## src/hdl/erl_pkg.sv

```systemverilog
// erl_pkg: shared constants, types and the pair hash for the event rate limiter
// depends on nothing; imported by erl_div, event_rate_limiter, erl_decision_checker and event_rate_limiter_tb
`default_nettype none

package erl_pkg;

  localparam int SLOT_COUNT = 64;
  localparam int IDX_W      = (SLOT_COUNT > 1) ? $clog2(SLOT_COUNT) : 1;
  localparam bit SLOT_POW2  = ((SLOT_COUNT & (SLOT_COUNT - 1)) == 0);

  localparam int SHIFT_A = 13;
  localparam int SHIFT_B = 17;
  localparam int SHIFT_C = 5;

  localparam int DIV_STEPS = 32;
  localparam int DIV_CNT_W = $clog2(DIV_STEPS + 1);

  localparam logic [1:0] POL_NONE     = 2'd0;
  localparam logic [1:0] POL_INTERVAL = 2'd1;

  typedef struct packed {
    logic [31:0] key;
    logic [31:0] last_pass;
    logic [31:0] last_refill;
    logic [15:0] tokens;
  } entry_t;

  typedef enum logic [3:0] {
    ST_IDLE,
    ST_MOD,
    ST_ISSUE,
    ST_CHECK,
    ST_EVAL,
    ST_DIV,
    ST_SAT,
    ST_SPEND,
    ST_WRITE,
    ST_DONE
  } state_t;

  function automatic logic [31:0] pair_hash(input logic [31:0] ev, input logic [15:0] src);
    logic [31:0] x;
    x = ev ^ {src, 16'h0000};
    x = x ^ (x << SHIFT_A);
    x = x ^ (x >> SHIFT_B);
    x = x ^ (x << SHIFT_C);
    return x;
  endfunction

endpackage

`default_nettype wire

```

## src/hdl/erl_div.sv

```systemverilog
// erl_div: restoring divider, 32-bit dividend by 16-bit divisor, one quotient bit a cycle
// depends on erl_pkg
`default_nettype none

module erl_div
  import erl_pkg::*;
(
  input  wire logic        clk,
  input  wire logic        rst,
  input  wire logic        start,
  input  wire logic [31:0] dividend,
  input  wire logic [15:0] divisor,
  output logic             done,
  output logic [31:0]      quotient,
  output logic [15:0]      remainder
);

  logic [DIV_CNT_W-1:0] count;
  logic [15:0]          dsr;
  logic [16:0]          shifted;
  logic                 fits;

  assign shifted = {remainder, quotient[31]};
  assign fits    = (shifted >= {1'b0, dsr});

  always_ff @(posedge clk) begin
    if (rst) begin
      count <= '0;
      done  <= 1'b0;
    end else begin
      done <= 1'b0;
      if (start) begin
        count <= DIV_CNT_W'(DIV_STEPS);
      end else if (count != '0) begin
        count <= count - 1'b1;
        if (count == DIV_CNT_W'(1)) begin
          done <= 1'b1;
        end
      end
    end
  end

  always_ff @(posedge clk) begin
    if (start) begin
      dsr       <= divisor;
      quotient  <= dividend;
      remainder <= '0;
    end else if (count != '0) begin
      quotient <= {quotient[30:0], fits};
      if (fits) begin
        remainder <= 16'(shifted - {1'b0, dsr});
      end else begin
        remainder <= shifted[15:0];
      end
    end
  end

endmodule

`default_nettype wire

```

## config.mk

```make
export PLATFORM = sky130hd
export DESIGN_NAME = erl_div
export DESIGN_NICKNAME = d
export VERILOG_FILES = /design/src/hdl/erl_pkg.sv /design/src/hdl/erl_div.sv
export SDC_FILE = /design/constraint.sdc
export NUM_CORES = 1
export LEC_CHECK = 0
export BUFFER_PORTS_ARGS = -buffer_cell sky130_fd_sc_hd__buf_2
export CORE_MARGIN = 2
export CORE_UTILIZATION = 29
export CTS_CLUSTER_DIAMETER = 150
export DETAILED_ROUTE_END_ITERATION = 12
export HOLD_SLACK_MARGIN = 0.12
export PLACE_DENSITY = 0.55
export SLEW_MARGIN = 10
export SYNTH_ARGS = -nofsm -noshare
export SYNTH_HDL_FRONTEND = slang
export SYNTH_SLANG_ARGS = --single-unit
```

## constraint.sdc

```tcl
create_clock -name clk -period 2.8 [get_ports clk]
set_input_delay 0.42 -clock clk [delete_from_list [all_inputs] [get_ports clk]]
set_output_delay 0.42 -clock clk [all_outputs]
set_load 0.03 [all_outputs]
```

==> run summary, run 1 <==
status - finished clean
die height - 119 µm
syn_nets - 414
core region area - 13100 µm²
endpoint type of the worst setup path - flop
sw power - 2.34 mW
Hold Violations, Final - 0
CTS tree - yes
Port Buffers - 99
CTS resizes - 0
met1 wire length - 4.66 mm
std cell rows - 42
Netlist Area Pre-Place - 3860 µm²
min setup slack post-route - 0.126 ns
wire length on met3 - 886 µm
Worst Hold End - dsr[1]
multi-input combinational cell area - 1800 µm²
Fin Clk Skew - 0.00530 ns
total grt overflow - 0
R2R Setup Slk - 0.13 ns
power share of the clock group - 19.2%
Ys Warns - 0
Int Pwr - 3.02 mW
Least-Margin Pin Slew - 0.823 ns
vias per cell - 4.99
Mapped Avg Cell Area - 11.2 µm²
Cell Area, Placed - 4620 µm²
commonest non-fill, non-tap cell in the layout - buf_2
# clock sinks - 71
uppermost layer routed - met4
worst relative slew slack - 44.9%
Worst-path clk slew - 0.06 ns
Fillers - 1323
Crit Reg-Reg Endpoint - remainder[13]
pre-CTS setup slack - 0.205 ns
share of power burned in registers - 31.4%
GPL Wtd Cong - 0.911
first-pass GRT wire length - 16.9 mm
min Tclk post-route - 2.67 ns
leak pwr - 2.13 nW
Final setup viols - 0
Arrival @ worst endpoint - 2.90 ns
Hold Path Stages - 1
maximum achievable frequency - 0.374 GHz
Power per Cell Area - 1100 nW/µm²
sequential cell area - 1900 µm²
clk root buf - clkbuf_16
Worst Min Path Start - divisor[1]
ys flop type - edfxtp_1
register area share after synthesis - 49.3%
detailed-route DRC error count - 0
Clock Tree Buf Depth - 2
MaxCap Viol Count - 0
switching share of power - 43.6%
fin util - 37.1%
post-route setup TNS - 0 ns
async set or reset register ratio after synthesis - 0%
area grow syn2layout - 26.4%
initial antenna violation count - 0
VDD IR max - 0.000463 V
Ports - 100
layout cells sized above 1 - 36.0%
Num CTS Buffers - 9
Initial Util - 29.4%
final instance area - 4880 µm²
Slew Limit Fails - 0
crit path launch type - flop
DR WL met2 - 4.61 mm
largest net degree at the start of global routing - 44
Routed Antenna Nets - 0
logic gate share of total power - 49.5%
Routed wire per std cell - 16.2 µm
total power - 5.36 mW
Diodes inserted - 0
EDFF count, synth - 48
Global Route Usage Sum - 15.3%
DR pass1 iterations - 4
final wirelength - 10.3 mm
cells after synthesis - 344
Critical R2R Launch - remainder[7]
post-CTS setup buffers - 0
reg2reg path depth - 8
Final nets - 526
RSZ-0062 raised after global routing - false
initial DRC count - 241
Die Wd - 119 µm
vias - 3181
Synth cell types - 57
Max H-tree Level - 3
vias in the first global route - 3290
die area - 14200 µm²
type of the tightest min-delay check - input port to flop
most frequent cells in the layout - 99 x buf_2, 48 x edfxtp_1, 32 x mux2_2
cts-stage hold buffer count - 0
CP required - 3.02 ns
worst setup path class - flop to flop
period utilization - 95.5%
synthesis-stage register bit count - 71
crit path max fanout - 7
Worst-Skew Late Latency - 0.33 ns
Final HPWL DP - 7.70 mm
[cells in the mapped netlist (all sizes together), types with 3 or more instances]
| cell type | instances | area [µm²] |
|---|---|---|
| a211o | 3 | 26.3 |
| xnor2 | 6 | 52.6 |
| a311oi | 3 | 26.3 |
| clkbuf | 3 | 11.3 |
| dfxtp | 23 | 460 |
| nand3 | 7 | 35.0 |
| mux2i | 3 | 30.0 |
| inv | 21 | 78.8 |
| a31oi | 3 | 18.8 |
| a21o | 7 | 52.6 |
| ha | 18 | 225 |
| and3 | 3 | 18.8 |
| nor2 | 21 | 81.3 |
| and2 | 3 | 18.8 |
| a221o | 3 | 30.0 |
| xor2 | 6 | 52.6 |
| o21a | 3 | 22.5 |
| a21oi | 19 | 106 |
| nand2 | 23 | 86.3 |
| o31ai | 3 | 22.5 |
| o211ai | 7 | 52.6 |
| nor3 | 12 | 60.1 |
| o21ai | 13 | 65.1 |
| or3 | 4 | 25.0 |
| edfxtp | 48 | 1440 |
| a41oi | 3 | 26.3 |
| buf | 10 | 71.3 |
| mux2 | 32 | 360 |
| nand4 | 3 | 18.8 |
[worst max-delay path: stages (launching register included)]
cell and delay (ns):
dfxtp_1 0.33, ha_1 0.35, a21oi_1 0.23, o21ai_0 0.17
a311oi_1 0.54, a211oi_2 0.20, buf_4 0.20, or3_1 0.34
a32o_1 0.22
[registers in the layout, indices dropped and copies added (netlist names)]
name / flops
quotient: 32
dsr: 16
remainder: 16
count: 6
done: 1
[routing by layer]
metal  vias to the layer above  global-route usage [%]
met4                         0                    5.37
met1                      1486                    20.3
met5                         -                       0
li1                       1535                       -
met3                        16                    5.51
met2                       144                    23.0
[final cells by class]
class	count	share of cell area, %
inverters	21	1.62
multi-input cells	239	36.8
clock inverters	4	0.487
flip-flops and latches	71	39.0
clock buffers	12	4.85
well taps	176	4.51
repair buffers	114	12.7
[cells by family after synthesis]
family | synth area share, %
compound gates | 16.1
fa+ha+maj | 6.35
flops | 49.3
simple gates | 11.2
buf+inv | 4.18
xor+xnor | 2.72
mux | 10.1
[stage by stage]
step / std cells / hold slack [ns]
detailed placement: 621 / 0.509
finish: 637 / 0.262
floorplan: 344 / 0.487
global route: 637 / 0.246
global placement: 621 / 0.495
CTS: 637 / 0.248
[worst max path at each step]
stage	startpoint	endpoint
after floorplan	remainder[13]	quotient[0]
after global routing	dsr[8]	remainder[13]
after detailed placement	remainder[7]	remainder[13]
final	remainder[7]	remainder[13]
after global placement	dsr[8]	remainder[13]
after CTS	remainder[7]	remainder[13]
[power by group through the flow]
| stage | combinational [mW] | clock, mW | sequential (mW) |
|---|---|---|---|
| detailed placement | 2.64 | 0 | 1.70 |
| CTS | 2.65 | 1.06 | 1.69 |
| floorplan | 1.39 | 0 | 2.17 |
| global placement | 2.63 | 0 | 1.70 |
| global route | 2.89 | 1.10 | 1.73 |
| finish | 2.65 | 1.03 | 1.68 |
Power figures use the tool's default switching activity.
==> run 2: changes to the inputs <==
- CELL_PAD_IN_SITES_DETAIL_PLACEMENT: default -> 0
- CELL_PAD_IN_SITES_GLOBAL_PLACEMENT: default -> 1
- CORE_MARGIN: 2 -> 10
- PLACE_DENSITY: 0.55 -> 0.66
==> run summary, run 2 (synthesis results as in run 1) <==
Least-Margin Pin Slew - 0.770 ns
clk root buf - clkbuf_16
# clock sinks - 71
Slew Limit Fails - 0
endpoint type of the worst setup path - flop
VDD IR max - 0.000395 V
Hold Violations, Final - 0
layout cells sized above 1 - 37.0%
core region area - 13100 µm²
Num CTS Buffers - 9
vias in the first global route - 3464
Fillers - 1339
post-CTS setup buffers - 0
largest net degree at the start of global routing - 33
Critical Path Max Stage Delay - 0.39 ns
CTS resizes - 0
busiest grt layer - met2
met1 GRT Util - 15.4%
DR pass1 iterations - 4
type of the tightest min-delay check - input port to flop
first-pass GRT wire length - 17.9 mm
Initial Util - 29.4%
sequential cell area - 1900 µm²
vias per cell - 4.91
status - finished clean
Global Route Usage Sum - 12.4%
final wirelength - 11.2 mm
Routed Antenna Nets - 0
slowest cell on the critical path - edfxtp_1
worst setup path class - flop to flop
Final setup viols - 0
Die Wd - 135 µm
initial DRC count - 192
GPL Wtd Cong - 0.876
commonest non-fill, non-tap cell in the layout - buf_2
Port Buffers - 99
max FFs per register - 32
fin util - 37.8%
Routed wire per std cell - 17.5 µm
min Tclk post-route - 2.57 ns
met2 GRT Util - 18.3%
leak pwr - 2.18 nW
cts-stage hold buffer count - 0
worst relative slew slack - 48.2%
biggest regs - quotient x32, dsr x16, remainder x16
met3 Use GR - 5.38%
maximum achievable frequency - 0.389 GHz
CP Cell Sequence - inv_1 -> ha_1 -> a21oi_1 -> o21ai_0 -> a311oi_1 -> buf_4 -> a211oi_2 -> buf_4 -> or3_1 -> a32o_1
multi-input combinational cell area - 1800 µm²
MaxCap Viol Count - 0
CP most frequent cell - buf_4
CP required - 3.03 ns
Final HPWL DP - 8.58 mm
die area - 18300 µm²
Worst-path clk slew - 0.06 ns
Ports - 100
crit path launch type - flop
vias - 3148
Diodes inserted - 0
cell count after placement - 625
die height - 135 µm
Fin Clk Skew - 0.00638 ns
Max H-tree Level - 3
crit path max fanout - 7
Worst-Skew Late Latency - 0.34 ns
Clock Tree Buf Depth - 2
Cell Count, Final, Fillers Out - 641
period utilization - 91.7%
initial antenna violation count - 0
CTS tree - yes
Arrival @ worst endpoint - 2.80 ns
RSZ-0062 raised after global routing - false
area grow syn2layout - 28.7%
std cell rows - 42
Final nets - 530
detailed-route DRC error count - 0
Power per Cell Area - 1130 nW/µm²
Largest Register - quotient
total grt overflow - 0
post-route setup TNS - 0 ns
most frequent cells in the layout - 99 x buf_2, 48 x edfxtp_1, 32 x mux2_2
-- run 2: cell types whose count changed in the layout (fill, tap and decap cells not counted), sizes merged --
cell / change
bufinv: +2
clkbuf: -3
buf: +4
inv: +1
-- run 2: critical path, delay by kind of cell (launching register included) --
family                   cells  cell delay [ns]
buffers and inverters        3             0.43
adder cells (fa/ha/maj)      1             0.26
AO/OA/AOI/OAI                5             1.03
AND/OR/NAND/NOR              1             0.35
flip-flops                   1             0.39
-- run 2: metrics by stage --
step | instance area (µm²) | setup WS, ns | power [mW] | hold slack [ns]
after detailed placement | 4650 | 0.253 | 4.40 | 0.507
after global routing | 4970 | 0.105 | 6.01 | 0.236
after global placement | 4650 | 0.357 | 4.41 | 0.497
final | 4970 | 0.231 | 5.62 | 0.255
after CTS | 4970 | 0.249 | 5.69 | 0.237
after floorplan | 3860 | 0.358 | 3.56 | 0.487
-- run 2: routing by layer --
layer / vias to the layer above / wire length, µm
met5: - / 0
met4: 0 / 182
met3: 13 / 1030
met2: 123 / 4790
met1: 1475 / 5190
li1: 1537 / -
-- run 2: final timing paths --
path,start,to,slack (ns),cells after the start
worst max register to register,dsr[8],remainder[13],0.23,10
worst max-delay path,dsr[8],remainder[13],0.23,10
worst min-delay path,divisor[1],dsr[1],0.26,1
worst min register to register,remainder[15],remainder[15],0.53,2
-- run 2: layout make-up --
cell class	instances	area share, %
Clock inverter	7	1.91
Sequential cell	71	38.3
Multi-Input combinational cell	239	36.2
Timing Repair Buffer	118	13.1
Clock buffer	9	4.53
Inverter	21	1.59
Tap cell	176	4.43
-- run 2: where the power goes --
part	internal, mW	switching, mW
Clock	0.781	0.459
Combinational	0.991	1.70
Sequential	1.47	0.212
Total	3.25	2.38
==> run 3: changes to the inputs <==
- ABC_AREA: default -> 1
- PLACE_DENSITY: 0.66 -> 0.69
==> run summary, run 3 <==
Critical Path Max Stage Delay - 0.42 ns
Least-Margin Pin Slew - 0.576 ns
Ys Warns - 0
Die Wd - 138 µm
core region area - 13800 µm²
MaxCap Viol Count - 0
crit path max fanout - 11
# clock sinks - 71
Port Buffers - 99
Netlist Area Pre-Place - 4030 µm²
most frequent cells in the layout - 219 x nand2_1, 99 x buf_2, 72 x inv_1
post-route setup TNS - 0 ns
ys flop type - edfxtp_1
vias - 3564
worst relative slew slack - 61.5%
leak pwr - 2.67 nW
Largest Register - quotient
EDFF count, synth - 48
Slew Limit Fails - 0
final wirelength - 11.7 mm
RSZ-0062 raised after global routing - false
Routed wire per std cell - 14.4 µm
DR pass1 iterations - 4
Hold Violations, Final - 0
hold_ws - 0.250 ns
area grow syn2layout - 24.2%
detailed-route DRC error count - 0
vias in the first global route - 3692
layout cells sized above 1 - 22.2%
cts-stage hold buffer count - 0
Clock Tree Buf Depth - 2
maximum achievable frequency - 0.472 GHz
Worst-path clk slew - 0.06 ns
Synth cell types - 31
Ports - 100
first-pass GRT wire length - 18.9 mm
Final nets - 692
Max H-tree Level - 3
initial antenna violation count - 2
power share of the clock group - 26.3%
die height - 138 µm
Global Route Usage Sum - 12.8%
largest net degree at the start of global routing - 47
biggest regs - quotient x32, dsr x16, remainder x16
Final setup viols - 0
CP required - 3.03 ns
count leader, synth - nand2_1
final instance area - 5010 µm²
syn_nets - 590
share of power burned in registers - 34.8%
max FFs per register - 32
Fin Clk Skew - 0.00894 ns
type of the tightest min-delay check - input port to flop
CP Cell Sequence - ha_1 -> nand2_1 -> nor2_1 -> and2_1 -> nand3_1 -> nand2_1 -> nor2_4 -> buf_4 -> nand3_1 -> nand3_1 -> nand2_1
clk root buf - clkbuf_16
Num CTS Buffers - 9
std cell rows - 43
min Tclk post-route - 2.12 ns
Arrival @ worst endpoint - 2.34 ns
cells after synthesis - 520
vias per cell - 4.41
slowest cell on the critical path - dfxtp_1
Int Pwr - 2.56 mW
die area - 19000 µm²
Worst-Skew Late Latency - 0.34 ns
share of the synthesized area in the top cell type - 35.8%
synth top area cells - edfxtp_1 36%, nand2_1 20%, dfxtp_1 11%, inv_1 6.7%, ha_1 5.6%
VDD IR max - 0.000416 V
initial DRC count - 203
Cell Area, Placed - 4710 µm²
Routed Antenna Nets - 0
commonest non-fill, non-tap cell in the layout - nand2_1
async set or reset register ratio after synthesis - 0%
period utilization - 75.6%
Buf/Inv on CP - 1
endpoint type of the worst setup path - flop
register area share after synthesis - 47.2%
Final HPWL DP - 8.90 mm
worst setup path class - flop to flop
synthesis-stage register bit count - 71
CP top delay family - simple AND/OR/NAND/NOR gates
switching share of power - 41.2%
status - finished clean
leading area contributor after synthesis - edfxtp_1
CTS resizes - 0
CTS tree - yes
GPL Wtd Cong - 0.853
synth cell count leaders - 219 x nand2_1, 72 x inv_1, 48 x edfxtp_1
post-CTS setup buffers - 0
Mapped Avg Cell Area - 7.75 µm²
total power - 4.34 mW
sw power - 1.79 mW
logic gate share of total power - 38.9%
total grt overflow - 0
crit path launch type - flop
Power per Cell Area - 868 nW/µm²
Initial Util - 29.3%
-- run 3: cell types whose count changed after synthesis, sizes merged, moves of 7 or more --
cell	previous run	this run
mux2	32	0
inv	21	72
nand3	7	41
nand3b	0	7
nand2	23	235
o211ai	7	0
o21ai	13	2
nor3	12	4
a21o	7	0
-- run 3: area by class of cell --
type | instances | area [µm²]
multi-input cells | 363 | 1780
flip-flops and latches | 71 | 1900
well taps | 180 | 225
diodes | 2 | 5.00
clock buffers | 11 | 254
inverters | 73 | 274
fillers | 1500 | 8770
clock inverters | 5 | 37.5
repair buffers | 104 | 533
-- run 3: power by group through the flow --
stage                     clock network, mW  registers (mW)  logic [mW]
final                                  1.14            1.51        1.69
after global routing                   1.23            1.55        1.89
after floorplan                           0            1.84       0.918
after global placement                    0            1.53        1.70
after detailed placement                  0            1.53        1.71
after CTS                              1.18            1.52        1.72
-- run 3: kinds of logic after synthesis --
| logic type | synth area share [%] |
|---|---|
| compound gates | 2.79 |
| buf+inv | 8.76 |
| fa+ha+maj | 6.09 |
| xor+xnor | 1.74 |
| flops | 47.2 |
| simple gates | 33.4 |
-- run 3: metal layers --
layer	part of all wire [%]	vias to the layer above	global-route usage, %
met4	0.83	0	4.58
met3	12	8	7.36
met5	0	-	0
li1	-	1838	-
met2	43	118	19.1
met1	44	1600	15.1
-- run 3: worst register-to-register path, delay by kind of cell, from the launching register on --
| kind | cells | cell delay, ns |
|---|---|---|
| fa+ha+maj | 1 | 0.31 |
| buf+inv | 1 | 0.24 |
| flops | 1 | 0.42 |
| simple gates | 9 | 1.04 |
-- run 3: metrics by stage --
step           instances  setup WS, ns  utilization, %
3_3_place_gp         791         0.731            34.2
6_report             809         0.683            36.3
5_1_grt              807         0.471            36.3
3_5_place_dp         791         0.702            34.2
4_1_cts              807         0.651            36.3
2_1_floorplan        520         0.616               -
-- run 3: worst paths after layout --
kind	from	to	slack, ns	depth (start not counted)
setup / recovery	remainder[4]	remainder[1]	0.68	11
hold / removal	divisor[4]	dsr[4]	0.25	1
setup reg to reg	remainder[4]	remainder[1]	0.68	11
hold reg to reg	count[0]	count[0]	0.48	1
